<file path="src/sv/evt_pkg.sv">
`timescale 1ns / 1ps
// Shared widths, constants, codes, payload types and the marker table of the turn taker.
package evt_pkg;

    localparam int FRAME_SAMPLES  = 320;
    localparam int FRAME_MS       = 20;
    localparam int PREROLL_FRAMES = 16;
    localparam int ONSET_FRAMES   = 3;

    localparam int ACT_W    = 2;
    localparam int SAMPLE_W = 16;
    localparam int BYTE_W   = 8;
    localparam int EV_W     = 3;
    localparam int VAD_W    = 16;
    localparam int HANG_W   = 16;
    localparam int LEN_W    = 24;
    localparam int PEND_W   = 8;
    localparam int CFG_W    = 24;
    localparam int IDX_W    = 2;

    localparam int VSQ_W  = 2 * VAD_W;
    localparam int SQ_W   = 2 * SAMPLE_W - 1;
    localparam int SUM_W  = SQ_W + $clog2(FRAME_SAMPLES);
    localparam int THR_W  = VSQ_W + $clog2(FRAME_SAMPLES + 1);
    localparam int CMP_W  = (THR_W > SUM_W) ? THR_W : SUM_W;
    localparam int FILL_W = $clog2(FRAME_SAMPLES);
    localparam int PRE_W  = $clog2(PREROLL_FRAMES + 1);
    localparam int ONS_W  = $clog2(ONSET_FRAMES + 1);
    localparam int MARK_LEN = 7;
    localparam int POS_W  = $clog2(MARK_LEN + 1);

    localparam logic [VAD_W-1:0]  VAD_RESET  = 16'd400;
    localparam logic [HANG_W-1:0] HANG_RESET = 16'd700;
    localparam logic [LEN_W-1:0]  MIN_RESET  = 24'd8000;

    localparam logic [IDX_W-1:0] REG_VAD_LEVEL = 2'd0;
    localparam logic [IDX_W-1:0] REG_HANG_MS   = 2'd1;
    localparam logic [IDX_W-1:0] REG_MIN_TURN  = 2'd2;

    localparam logic [ACT_W-1:0] ACT_SAMPLE = 2'd0;
    localparam logic [ACT_W-1:0] ACT_REPLY  = 2'd1;
    localparam logic [ACT_W-1:0] ACT_END    = 2'd2;

    localparam logic [EV_W-1:0] EV_NONE    = 3'd0;
    localparam logic [EV_W-1:0] EV_START   = 3'd1;
    localparam logic [EV_W-1:0] EV_BARGE   = 3'd2;
    localparam logic [EV_W-1:0] EV_CLOSED  = 3'd3;
    localparam logic [EV_W-1:0] EV_DROPPED = 3'd4;

    typedef struct packed {
        logic [ACT_W-1:0]           action;
        logic signed [SAMPLE_W-1:0] sample;
        logic [BYTE_W-1:0]          reply_byte;
    } t_in_item;

    typedef struct packed {
        logic [EV_W-1:0]   event_res;
        logic              voiced;
        logic              in_utterance;
        logic [LEN_W-1:0]  utterance_samples;
        logic              interrupted;
        logic [PEND_W-1:0] pending_replies;
    } t_out_item;

    typedef struct packed {
        logic frame_end;
        logic voiced;
    } t_frame;

    // Bytes of the end-of-reply marker "<turn|>".
    function automatic logic [BYTE_W-1:0] mark_byte(input logic [POS_W-1:0] pos);
        logic [BYTE_W-1:0] b;
        case (pos)
            3'd0: b = 8'h3C;
            3'd1: b = 8'h74;
            3'd2: b = 8'h75;
            3'd3: b = 8'h72;
            3'd4: b = 8'h6E;
            3'd5: b = 8'h7C;
            3'd6: b = 8'h3E;
            default: b = 8'h00;
        endcase
        return b;
    endfunction

endpackage

</file>
<file path="src/sv/evt_frame.sv">
`timescale 1ns / 1ps
// Frame energy accumulator and voicing decision.
module evt_frame (
    input  logic                       i_clk,
    input  logic                       i_rst_n,
    input  logic                       i_go,
    input  logic [evt_pkg::ACT_W-1:0]  i_action,
    input  logic [evt_pkg::SQ_W-1:0]   i_sq,
    input  logic [evt_pkg::THR_W-1:0]  i_thr,
    output evt_pkg::t_frame            o_frame
);

    logic [evt_pkg::SUM_W-1:0]  r_sum;
    logic [evt_pkg::FILL_W-1:0] r_fill;
    logic [evt_pkg::SUM_W-1:0]  n_sum;
    logic [evt_pkg::FILL_W-1:0] n_fill;
    logic [evt_pkg::SUM_W-1:0]  acc;
    logic                       last;

    always_comb begin
        acc  = r_sum + evt_pkg::SUM_W'(i_sq);
        last = (i_action == evt_pkg::ACT_SAMPLE)
            && (r_fill == evt_pkg::FILL_W'(evt_pkg::FRAME_SAMPLES - 1));
        o_frame.frame_end = last;
        o_frame.voiced    = evt_pkg::CMP_W'(acc) >= evt_pkg::CMP_W'(i_thr);
        n_sum  = r_sum;
        n_fill = r_fill;
        case (i_action)
            evt_pkg::ACT_SAMPLE: begin
                if (last) begin
                    n_sum  = '0;
                    n_fill = '0;
                end else begin
                    n_sum  = acc;
                    n_fill = r_fill + 1'b1;
                end
            end
            // End of source throws the partial frame away.
            evt_pkg::ACT_END: begin
                n_sum  = '0;
                n_fill = '0;
            end
            default: begin
                n_sum  = r_sum;
                n_fill = r_fill;
            end
        endcase
    end

    always_ff @(posedge i_clk) begin
        if (!i_rst_n) begin
            r_sum  <= '0;
            r_fill <= '0;
        end else if (i_go) begin
            r_sum  <= n_sum;
            r_fill <= n_fill;
        end
    end

endmodule

</file>
<file path="src/sv/evt_ctrl.sv">
`timescale 1ns / 1ps
// Utterance tracking, turn bookkeeping and reply marker matching.
module evt_ctrl (
    input  logic                        i_clk,
    input  logic                        i_rst_n,
    input  logic                        i_go,
    input  logic [evt_pkg::ACT_W-1:0]   i_action,
    input  logic [evt_pkg::BYTE_W-1:0]  i_reply_byte,
    input  evt_pkg::t_frame             i_frame,
    input  logic [evt_pkg::HANG_W-1:0]  i_hang,
    input  logic [evt_pkg::LEN_W-1:0]   i_min_turn,
    output logic                        o_res_valid,
    output evt_pkg::t_out_item          o_res
);

    logic [evt_pkg::ONS_W-1:0]  r_onset,   n_onset;
    logic                       r_active,  n_active;
    logic [evt_pkg::HANG_W-1:0] r_silence, n_silence;
    logic [evt_pkg::PRE_W-1:0]  r_preroll, n_preroll;
    logic [evt_pkg::LEN_W-1:0]  r_len,     n_len;
    logic [evt_pkg::PEND_W-1:0] r_pending, n_pending;
    logic                       r_armed,   n_armed;
    logic                       r_barge,   n_barge;
    logic [evt_pkg::POS_W-1:0]  r_pos,     n_pos;

    logic [evt_pkg::EV_W-1:0]   ev;
    logic                       vo;
    logic                       intr;
    logic                       close;
    logic                       hit;
    logic [evt_pkg::POS_W-1:0]  pos;
    logic [evt_pkg::LEN_W:0]    len_sum;
    logic [evt_pkg::HANG_W:0]   sil_sum;

    always_comb begin
        n_onset   = r_onset;
        n_active  = r_active;
        n_silence = r_silence;
        n_preroll = r_preroll;
        n_len     = r_len;
        n_pending = r_pending;
        n_armed   = r_armed;
        n_barge   = r_barge;
        n_pos     = r_pos;
        ev          = evt_pkg::EV_NONE;
        vo          = 1'b0;
        intr        = 1'b0;
        close       = 1'b0;
        hit         = 1'b0;
        o_res_valid = 1'b0;
        pos     = (r_pos < evt_pkg::POS_W'(evt_pkg::MARK_LEN)) ? r_pos : '0;
        len_sum = {1'b0, r_len} + (evt_pkg::LEN_W + 1)'(evt_pkg::FRAME_SAMPLES);
        sil_sum = {1'b0, r_silence} + (evt_pkg::HANG_W + 1)'(evt_pkg::FRAME_MS);

        case (i_action)
            evt_pkg::ACT_SAMPLE: begin
                if (i_frame.frame_end) begin
                    o_res_valid = 1'b1;
                    vo = i_frame.voiced;
                    if (!r_active) begin
                        if (r_preroll < evt_pkg::PRE_W'(evt_pkg::PREROLL_FRAMES)) begin
                            n_preroll = r_preroll + 1'b1;
                        end
                        if (!vo) begin
                            n_onset = '0;
                        end else if (r_onset < evt_pkg::ONS_W'(evt_pkg::ONSET_FRAMES)) begin
                            n_onset = r_onset + 1'b1;
                        end
                        if (n_onset >= evt_pkg::ONS_W'(evt_pkg::ONSET_FRAMES)) begin
                            ev = evt_pkg::EV_START;
                            if ((r_pending != '0) && r_armed) begin
                                ev      = evt_pkg::EV_BARGE;
                                n_barge = 1'b1;
                                n_armed = 1'b0;
                            end
                            // Preroll times frame length stays far below the length limit.
                            n_len = evt_pkg::LEN_W'(n_preroll)
                                * evt_pkg::LEN_W'(evt_pkg::FRAME_SAMPLES);
                            n_active  = 1'b1;
                            n_silence = '0;
                            n_onset   = '0;
                        end
                    end else begin
                        n_len = len_sum[evt_pkg::LEN_W] ? '1 : len_sum[evt_pkg::LEN_W-1:0];
                        if (vo) begin
                            n_silence = '0;
                        end else begin
                            n_silence = sil_sum[evt_pkg::HANG_W]
                                ? '1 : sil_sum[evt_pkg::HANG_W-1:0];
                        end
                    end
                    close = n_active && (n_silence >= i_hang);
                end
            end
            evt_pkg::ACT_REPLY: begin
                if (i_reply_byte == evt_pkg::mark_byte(pos)) begin
                    if (pos == evt_pkg::POS_W'(evt_pkg::MARK_LEN - 1)) begin
                        hit   = 1'b1;
                        n_pos = '0;
                    end else begin
                        n_pos = pos + 1'b1;
                    end
                end else begin
                    n_pos = (i_reply_byte == evt_pkg::mark_byte('0)) ? 3'd1 : 3'd0;
                end
                if (hit) begin
                    o_res_valid = 1'b1;
                    if (r_pending != '0) begin
                        n_pending = r_pending - 1'b1;
                    end
                end
            end
            evt_pkg::ACT_END: begin
                o_res_valid = 1'b1;
                n_onset     = '0;
                close       = r_active;
            end
            default: begin
                o_res_valid = 1'b0;
            end
        endcase

        if (close) begin
            n_active  = 1'b0;
            n_silence = '0;
            if (n_len >= i_min_turn) begin
                ev      = evt_pkg::EV_CLOSED;
                intr    = n_barge;
                n_barge = 1'b0;
                n_armed = 1'b1;
                if (n_pending != '1) begin
                    n_pending = n_pending + 1'b1;
                end
            end else begin
                // A dropped utterance leaves the barge state for the next turn.
                ev = evt_pkg::EV_DROPPED;
            end
        end

        o_res.event_res         = ev;
        o_res.voiced            = vo;
        o_res.in_utterance      = n_active;
        o_res.utterance_samples = n_len;
        o_res.interrupted       = intr;
        o_res.pending_replies   = n_pending;
    end

    always_ff @(posedge i_clk) begin
        if (!i_rst_n) begin
            r_onset   <= '0;
            r_active  <= 1'b0;
            r_silence <= '0;
            r_preroll <= '0;
            r_len     <= '0;
            r_pending <= '0;
            r_armed   <= 1'b1;
            r_barge   <= 1'b0;
            r_pos     <= '0;
        end else if (i_go) begin
            r_onset   <= n_onset;
            r_active  <= n_active;
            r_silence <= n_silence;
            r_preroll <= n_preroll;
            r_len     <= n_len;
            r_pending <= n_pending;
            r_armed   <= n_armed;
            r_barge   <= n_barge;
            r_pos     <= n_pos;
        end
    end

    a_start_opens: assert property (@(posedge i_clk) disable iff (!i_rst_n)
        (o_res_valid && ((o_res.event_res == evt_pkg::EV_START)
            || (o_res.event_res == evt_pkg::EV_BARGE))) |-> o_res.in_utterance)
        else $error("start event reported without an open utterance");

    a_close_shuts: assert property (@(posedge i_clk) disable iff (!i_rst_n)
        (o_res_valid && ((o_res.event_res == evt_pkg::EV_CLOSED)
            || (o_res.event_res == evt_pkg::EV_DROPPED))) |-> !o_res.in_utterance)
        else $error("close event reported with the utterance still open");

    a_intr_turn: assert property (@(posedge i_clk) disable iff (!i_rst_n)
        (o_res_valid && o_res.interrupted) |-> (o_res.event_res == evt_pkg::EV_CLOSED))
        else $error("interrupted flag outside a closed turn");

    a_barge_disarms: assert property (@(posedge i_clk) disable iff (!i_rst_n)
        (i_go && o_res_valid && (o_res.event_res == evt_pkg::EV_BARGE)) |=> !r_armed)
        else $error("barge did not disarm");

endmodule

</file>
<file path="src/sv/energy_vad_turn_taker.sv">
`timescale 1ns / 1ps
// Top level of the energy voice activity detector and turn taker.
// The block takes one request per clock cycle unless a stalled result holds it: a mic sample,
// a reply byte or an end-of-source mark. A request waits in the input register (its sample
// already squared) until it advances, and its result, if any, is then registered into the
// output register; the sustained rate is one request per cycle without result stalls, set
// by the single accumulate and compare per sample. Results come at each completed 320-sample
// frame, at each end of source and at each complete "<turn|>" marker in the reply bytes.
// While a result waits under a stall nothing advances: the input register keeps its request
// and the input stalls once that register is full. A write to vad_level reaches the frame
// threshold via the squared-level and threshold registers; writes are expected only when idle.
module energy_vad_turn_taker (
    input  logic                        i_clk,
    input  logic                        i_rst_n,
    input  logic                        i_in_valid,
    output logic                        o_in_stall,
    input  evt_pkg::t_in_item           i_in_item,
    output logic                        o_out_valid,
    input  logic                        i_out_stall,
    output evt_pkg::t_out_item          o_out_item,
    input  logic                        i_cfg_we,
    input  logic [evt_pkg::IDX_W-1:0]   i_cfg_idx,
    input  logic [evt_pkg::CFG_W-1:0]   i_cfg_data
);

    logic                          r_in_valid;
    evt_pkg::t_in_item             r_in;
    logic [evt_pkg::SQ_W-1:0]      r_sq;
    logic                          r_out_valid;
    evt_pkg::t_out_item            r_out;
    logic [evt_pkg::VSQ_W-1:0]     r_vad_sq;
    logic [evt_pkg::THR_W-1:0]     r_thr;
    logic [evt_pkg::HANG_W-1:0]    r_hang;
    logic [evt_pkg::LEN_W-1:0]     r_min_turn;

    logic                          adv;
    logic                          go;
    logic                          accept;
    logic [evt_pkg::SAMPLE_W-1:0]  mag;
    logic [evt_pkg::VAD_W-1:0]     cfg_vad;
    evt_pkg::t_frame               frame;
    logic                          res_valid;
    evt_pkg::t_out_item            res;

    assign adv        = !r_out_valid || !i_out_stall;
    assign go         = r_in_valid && adv;
    assign o_in_stall = r_in_valid && !adv;
    assign accept     = i_in_valid && !o_in_stall;
    assign cfg_vad    = i_cfg_data[evt_pkg::VAD_W-1:0];
    assign o_out_valid = r_out_valid;
    assign o_out_item  = r_out;

    // Magnitude as unsigned, so the most negative sample squares correctly.
    assign mag = i_in_item.sample[evt_pkg::SAMPLE_W-1]
        ? (~i_in_item.sample + 1'b1) : i_in_item.sample;

    always_ff @(posedge i_clk) begin
        if (!i_rst_n) begin
            r_in_valid  <= 1'b0;
            r_out_valid <= 1'b0;
            r_vad_sq    <= evt_pkg::VSQ_W'(evt_pkg::VAD_RESET) * evt_pkg::VSQ_W'(evt_pkg::VAD_RESET);
            r_thr       <= evt_pkg::THR_W'(evt_pkg::VSQ_W'(evt_pkg::VAD_RESET)
                * evt_pkg::VSQ_W'(evt_pkg::VAD_RESET)) * evt_pkg::THR_W'(evt_pkg::FRAME_SAMPLES);
            r_hang      <= evt_pkg::HANG_RESET;
            r_min_turn  <= evt_pkg::MIN_RESET;
        end else begin
            if (!o_in_stall) begin
                r_in_valid <= i_in_valid;
            end
            if (adv) begin
                r_out_valid <= go && res_valid;
            end
            r_thr <= evt_pkg::THR_W'(r_vad_sq) * evt_pkg::THR_W'(evt_pkg::FRAME_SAMPLES);
            if (i_cfg_we) begin
                case (i_cfg_idx)
                    evt_pkg::REG_VAD_LEVEL: begin
                        r_vad_sq <= evt_pkg::VSQ_W'(cfg_vad) * evt_pkg::VSQ_W'(cfg_vad);
                    end
                    evt_pkg::REG_HANG_MS: begin
                        r_hang <= i_cfg_data[evt_pkg::HANG_W-1:0];
                    end
                    evt_pkg::REG_MIN_TURN: begin
                        r_min_turn <= i_cfg_data[evt_pkg::LEN_W-1:0];
                    end
                    default: begin
                        r_hang <= r_hang;
                    end
                endcase
            end
        end
    end

    always_ff @(posedge i_clk) begin
        if (accept) begin
            r_in <= i_in_item;
            r_sq <= evt_pkg::SQ_W'((2 * evt_pkg::SAMPLE_W)'(mag) * (2 * evt_pkg::SAMPLE_W)'(mag));
        end
        if (go && res_valid) begin
            r_out <= res;
        end
    end

    evt_frame u_frame (
        .i_clk    (i_clk),
        .i_rst_n  (i_rst_n),
        .i_go     (go),
        .i_action (r_in.action),
        .i_sq     (r_sq),
        .i_thr    (r_thr),
        .o_frame  (frame)
    );

    evt_ctrl u_ctrl (
        .i_clk        (i_clk),
        .i_rst_n      (i_rst_n),
        .i_go         (go),
        .i_action     (r_in.action),
        .i_reply_byte (r_in.reply_byte),
        .i_frame      (frame),
        .i_hang       (r_hang),
        .i_min_turn   (r_min_turn),
        .o_res_valid  (res_valid),
        .o_res        (res)
    );

    a_hold_on_stall: assert property (@(posedge i_clk) disable iff (!i_rst_n)
        (r_in_valid && o_in_stall) |=> r_in_valid)
        else $error("request in the input register lost while stalled");

    a_no_result_overrun: assert property (@(posedge i_clk) disable iff (!i_rst_n)
        (r_out_valid && i_out_stall) |-> !go)
        else $error("stage advanced into a stalled result");

    a_result_from_go: assert property (@(posedge i_clk) disable iff (!i_rst_n)
        (!$past(r_out_valid) && r_out_valid) |-> $past(go && res_valid))
        else $error("result appeared without a processed request");

endmodule

</file>
<file path="config.mk">
export PLATFORM = sky130hd
export DESIGN_NAME = energy_vad_turn_taker
export DESIGN_NICKNAME = d
export VERILOG_FILES = /design/src/sv/evt_pkg.sv /design/src/sv/evt_frame.sv /design/src/sv/evt_ctrl.sv /design/src/sv/energy_vad_turn_taker.sv
export SDC_FILE = /design/constraint.sdc
export NUM_CORES = 2
export LEC_CHECK = 0
export BUFFER_PORTS_ARGS = -buffer_cell sky130_fd_sc_hd__clkbuf_2
export CAP_MARGIN = 10
export CORE_ASPECT_RATIO = 1.2
export CORE_MARGIN = 4
export CORE_UTILIZATION = 50
export CTS_BUF_LIST = sky130_fd_sc_hd__clkbuf_16
export DETAILED_ROUTE_END_ITERATION = 16
export MAX_ROUTING_LAYER = met4
export PLACE_DENSITY = 0.66
export SKIP_CTS_REPAIR_TIMING = 1
export SLEW_MARGIN = 20
export SYNTH_ARGS = -nofsm -noshare
export SYNTH_HDL_FRONTEND = slang
export SYNTH_HIERARCHICAL = 1
export SYNTH_SLANG_ARGS = --single-unit
</file>
<file path="constraint.sdc">
create_clock -name i_clk -period 26.3 [get_ports i_clk]
set_input_delay 2.63 -clock i_clk [delete_from_list [all_inputs] [get_ports i_clk]]
set_output_delay 2.63 -clock i_clk [all_outputs]
set_load 0.005 [all_outputs]
</file>
Word level (Yosys, flattened, before mapping) --
Cells that the tools add are included.
Word-level totals: memories 0, bits in read-only memories 0, word-level logic and storage cells 175, register bits after elaboration 304, bits in latches 0, RAM bits 0
Operators by class: $lt $le $gt $ge 7, shift operators 0, bitwise operators 2, $mul 4, reductions and logical operators 29, div/mod/pow operators 0, equality and inequality tests 16, $add $sub $neg 10, muxes and demuxes 80
Operators with widths (count):
- $mux 16 | 10
- $mux 24 | 5
- $pmux 40 s2 | 1
- $mux 8 | 7
- $pmux 7 s7 | 1
- $ge 40x41->1 | 1
- $add 40x31->40 | 1
- $mux 40 | 1
- $mul 32x3->35 const B | 1
- $mul 16x16->32 | 1
- $mul 16x16->31 | 1
- $mux 1 | 28
- $mux 3 | 9
- $add 24x9->25 const B | 1
- $ge 24x24->1 | 1
- $mux 5 | 4
- $mux 2 | 9
- $pmux 9 s2 | 1
- $add 16x5->17 const B | 1
- $add 16x1->16 const B | 1
- $ge 16x16->1 | 1
- $not 16->16 | 1
- $reduce_and 2->1 | 7
- $add 9x1->9 const B | 1
- other kinds (34) | 53

Depth between registers and ports, before layout --
depth after elaboration 17, depth in mapped cells 38

Hierarchy --
The synthesis kept the hierarchy.
By module, submodules not included:
- energy_vad_turn_taker | area an instance 21911.0 um^2, cells each 2304, sequential area each 4484.3 um^2, times used 1
- evt_ctrl | area an instance 5830.6 um^2, cells each 773, sequential area each 1221.2 um^2, times used 1
- evt_frame | area an instance 4802.1 um^2, cells each 611, sequential area each 980.9 um^2, times used 1

Worst setup path before layout --
OpenSTA, ideal clock, no wires.
kind in2reg, start input port i_in_item[8] (netlist bit), end register r_sq[30] (netlist bit), data pin, buffers on the path 2, stages 25, slack 16.253 ns, data arrival time 9.787 ns, path through inv_2 clkbuf_1 ha_1 nand2_1 or3_1 or3_1 o21ai_1 xor2_1 clkbuf_1 nor2_1 fa_1 fa_1 fa_1 fa_1 fa_1 fa_1 ha_1 and2_1 a2111oi_0 o21ai_0 o211ai_1 a21boi_0 o21ai_0 a31oi_1 xnor2_1
On the way: word-level cells in the longest chain between the ends 4
RTL lines:
- from (decl) | line energy_vad_turn_taker.sv:17 | input evt_pkg::t_in_item i_in_item,
- $not 16->16 | line energy_vad_turn_taker.sv:55 | ? (~i_in_item.sample + 1'b1) : i_in_item.sample;
- $add 16x1->16 | line energy_vad_turn_taker.sv:55
- $mux 16 * | line energy_vad_turn_taker.sv:55
- $mul 16x16->31 * | line energy_vad_turn_taker.sv:96 | r_sq <= evt_pkg::SQ_W'((2 * evt_pkg::SAMPLE_W)'(mag) * (2 * evt_pkg::SAMPLE_W)'(mag));
- to (signal assigned) | line energy_vad_turn_taker.sv:96
- to (decl) | line energy_vad_turn_taker.sv:28 | logic [evt_pkg::SQ_W-1:0] r_sq;
Mark *: on every way between the ends. The rest lies on a longest branch, timed or not. A chain may end at the register's enable or synchronous reset.

Worst setup path in the final report --
Same ends and word-level chain as after synthesis.

==> flow_summary.toml <==
[grt]
grt_usage_pct = 22.49
grt_first_pass_wirelength_um = 124900
overflow = 0
antenna_found_initial = 0
met3_usage_pct = 2.434
top_usage_layer = "met2"
grt_max_degree = 68
grt_pass1_vias = 25290
grtUsageMet2_pct = 39.16
grtUsageMet1_pct = 27.59

[routing]
wl_per_cell_um = 16.27
drt_drc_violations_left = 0
vias_per_cell = 5.522
drt_pre_antenna_iters = 5
drt_wl_total_um = 74730
drtIter0Drc = 1327
num_vias = 25360
drtAntennaViolNets = 0

[logic_synthesis]
synth_top_area_share_pct = 20.24
synth_top_family_by_area = "adder cells"
synth_ff_type = "dfxtp_1"
synth_cell_type_count = 111
async_flop_share_pct = 0
synthMuxAreaShare_pct = 1.315
synthAdderAreaFrac_pct = 34.77
syn_area_um2 = 32540
yosysWarnings = 6
synth-compound-area-share_pct = 14.61
synth_edf_count = 78
netlist_instances = 3688
ys_top_cells_by_area = "fa_1 (20%), ha_1 (15%), dfxtp_1 (13%)"
postSynthAreaPerCell_um2 = 8.824
yosys.area_share.simple_pct = 16.78
synth_xor_area_share_pct = 4.064
yosysSeqAreaShare_pct = 20.55
synth_top_cell_by_area = "fa_1"
synth_seq_cells = 295

[clock_network]
cts_buffers = 36
clk_latency_ns = 0.55
cts_tree = "built"
cts_buffer_depth = 3
clkSinkCount = 295
htreeDepth = 2
root_buffer = "clkbuf_16"
clkSlewWorstSetupHoldPaths_ns = 0.06

[floorplan]
die-height_um = 287.5
die_area_um2 = 69250
rows = 102
fp.coreArea_um2 = 64450
io_pins = 97
die_width_um = 240.9
initial_core_util_pct = 50.50

[critical_path]
crit_path_end_kind = "flip-flop"
path_max_fanout = 15
rr_endpoint = "u_ctrl/r_pending[1]"
cp_data_arrival_time_ns = 10.85
crit_path_top_delay_cell = "xor2_1"
rr_worst_depth = 33
cpMostUsedCell = "fa_1"
critPathKind = "primary input to flip-flop"
reg2reg_from = "r_sq[0]"
cp.required_ns = 26.58
worstPathCellList = "clkbuf_2, inv_2, nand2_2, or4b_4, or3_4, and2_1, xor2_1, nand2_1, fa_1, inv_1, fa_1, fa_1, fa_1, fa_1, fa_1, ha_1, and2_1, a2111oi_0, o21ai_0, o211ai_1, a21boi_0, o21ai_0, a31oi_1, xnor2_1"
crit_path_start_kind = "primary input"
cpPeakStageDelay_ns = 0.72
reg2reg_setup_slack_ns = 18.11

[sta]
finClkSkew_ns = 0.02119
worst_slack_ns = 15.73
max_clock_freq_mhz = 94.60
slew_violations = 0
period_minus_slack_ns = 10.57
fin_tns_setup_ns = 0
slew_headroom_pct = 26.97
rsz0062_at_grt = "no"
worst_pin_slew_ns = 1.088
hold_violations = 0
finalSetupViolCount = 0
period_share_pct = 40.19

[placement]
dp_cells = 4523
place_ws_ns = 15.21
io_buffers = 96
gp_congestion = 0.8997
hpwl_um = 58990

[hold_path]
hold_end = "r_min_turn[4]"
hold_depth = 2
timing.hold.worst.start = "r_min_turn[4]"
hold_path_class = "flip-flop to flip-flop"

[power]
p_leak_nw = 16.84
vdd_drop_max_mv = 0.2249
p_per_area_nw_per_um2 = 140.7
total_power_w = 0.004925

[cells_and_area]
drive_above_1_share_pct = 6.544
areaGrowthSynthToFinish_pct = 7.582
fin_nets = 4495
fillers = 5953
instances_no_fill = 4592
multiInputGateArea_um2 = 23380
sequential_cell_area_um2 = 6686

[outcome]
status = "completed"

[job]
max_cap_viol_count = 0
## flip-flops by register name, indices dropped and copies added, names as in the netlist, 24 cells and up
signal	count
u_frame/r_sum	40
u_ctrl/r_len	24
o_out_item	38
r_thr	34
r_vad_sq	31
r_sq	30
r_min_turn	24
## worst max path at each step
stage | from | endpoint
finish | i_in_item[8] | r_sq[30]
global route | i_in_item[8] | r_sq[30]
CTS | i_in_item[8] | r_sq[30]
detailed placement | i_in_item[8] | r_sq[30]
global placement | i_in_item[8] | r_sq[30]
floorplan | i_in_item[8] | r_sq[30]
## metal layers
metal,vias to the layer above,wire [um]
li1,12480,-
met1,12290,31760
met2,458,37680
met3,135,2788
met4,0,2510
met5,-,0
## synthesized netlist by cell type, types with 31 or more instances
cell type  number
a21oi_1       206
o21a_1         32
nor2b_1        59
o211ai_1       34
nor2_1        230
mux2i_1        33
o21ai_0       135
nor3_1         41
nand4_1        42
nand2_1       408
ha_1          378
dfxtp_1       217
edfxtp_1       78
a22oi_1        32
and2_1         83
xnor2_1        86
clkbuf_1      104
fa_1          329
a21o_1         62
and3_1         31
xor2_1         60
nand3_1        62
inv_1         534
## where the power goes
group / switching [W] / internal (W) / total, W
registers: 0.0000278 / 0.000637 / 0.000665
clock network: 0.000198 / 0.000315 / 0.000513
logic: 0.00214 / 0.00161 / 0.00375
## cell type report
cell class / count / area share (%)
diodes: 1 / 0.007147
clock buffers: 42 / 3.002
clock inverters: 24 / 0.5575
inverters: 542 / 5.811
multi-input cells: 2744 / 66.77
flip-flops and latches: 295 / 19.10
well taps: 832 / 2.973
repair buffers: 112 / 1.780
## worst max-delay path, delay by kind of cell
family | cells | cell delay (ns)
buffers and inverters | 3 | 0.47
and+or+nand+nor | 6 | 1.70
AOI/OAI and AO/OA | 6 | 1.65
xor gates and xnor gates | 2 | 0.86
adders and majority gates | 7 | 3.55
## logic make-up after synthesis
group,after synthesis
xor gates and xnor gates,148
AOI/OAI and AO/OA,717
buffers and inverters,667
other,2
adders and majority gates,707
DFF,295
muxes,41
and+or+nand+nor,1111
## metrics by stage
step / instance area, um^2 / utilization (%) / hold slack (ns)
after floorplan: 32610 / - / 0.4318
after global placement: 33720 / 52.32 / 0.4424
after detailed placement: 33720 / 52.32 / 0.4465
after CTS: 34970 / 54.25 / 0.4548
after global routing: 35010 / 54.32 / 0.4751
final: 35010 / 54.32 / 0.4524
## placed cells by master, fill, tap and decap left out, types with 62 or more instances in the layout
| cell | instances |
|---|---|
| a21o_1 | 62 |
| a21oi_1 | 206 |
| and2_1 | 82 |
| clkbuf_2 | 95 |
| dfxtp_1 | 217 |
| edfxtp_1 | 78 |
| fa_1 | 329 |
| ha_1 | 378 |
| inv_1 | 546 |
| nand2_1 | 408 |
| nand3_1 | 62 |
| nor2_1 | 230 |
| o21ai_0 | 135 |
| xnor2_1 | 85 |
Note: power is estimated with default switching activity, not from simulation.
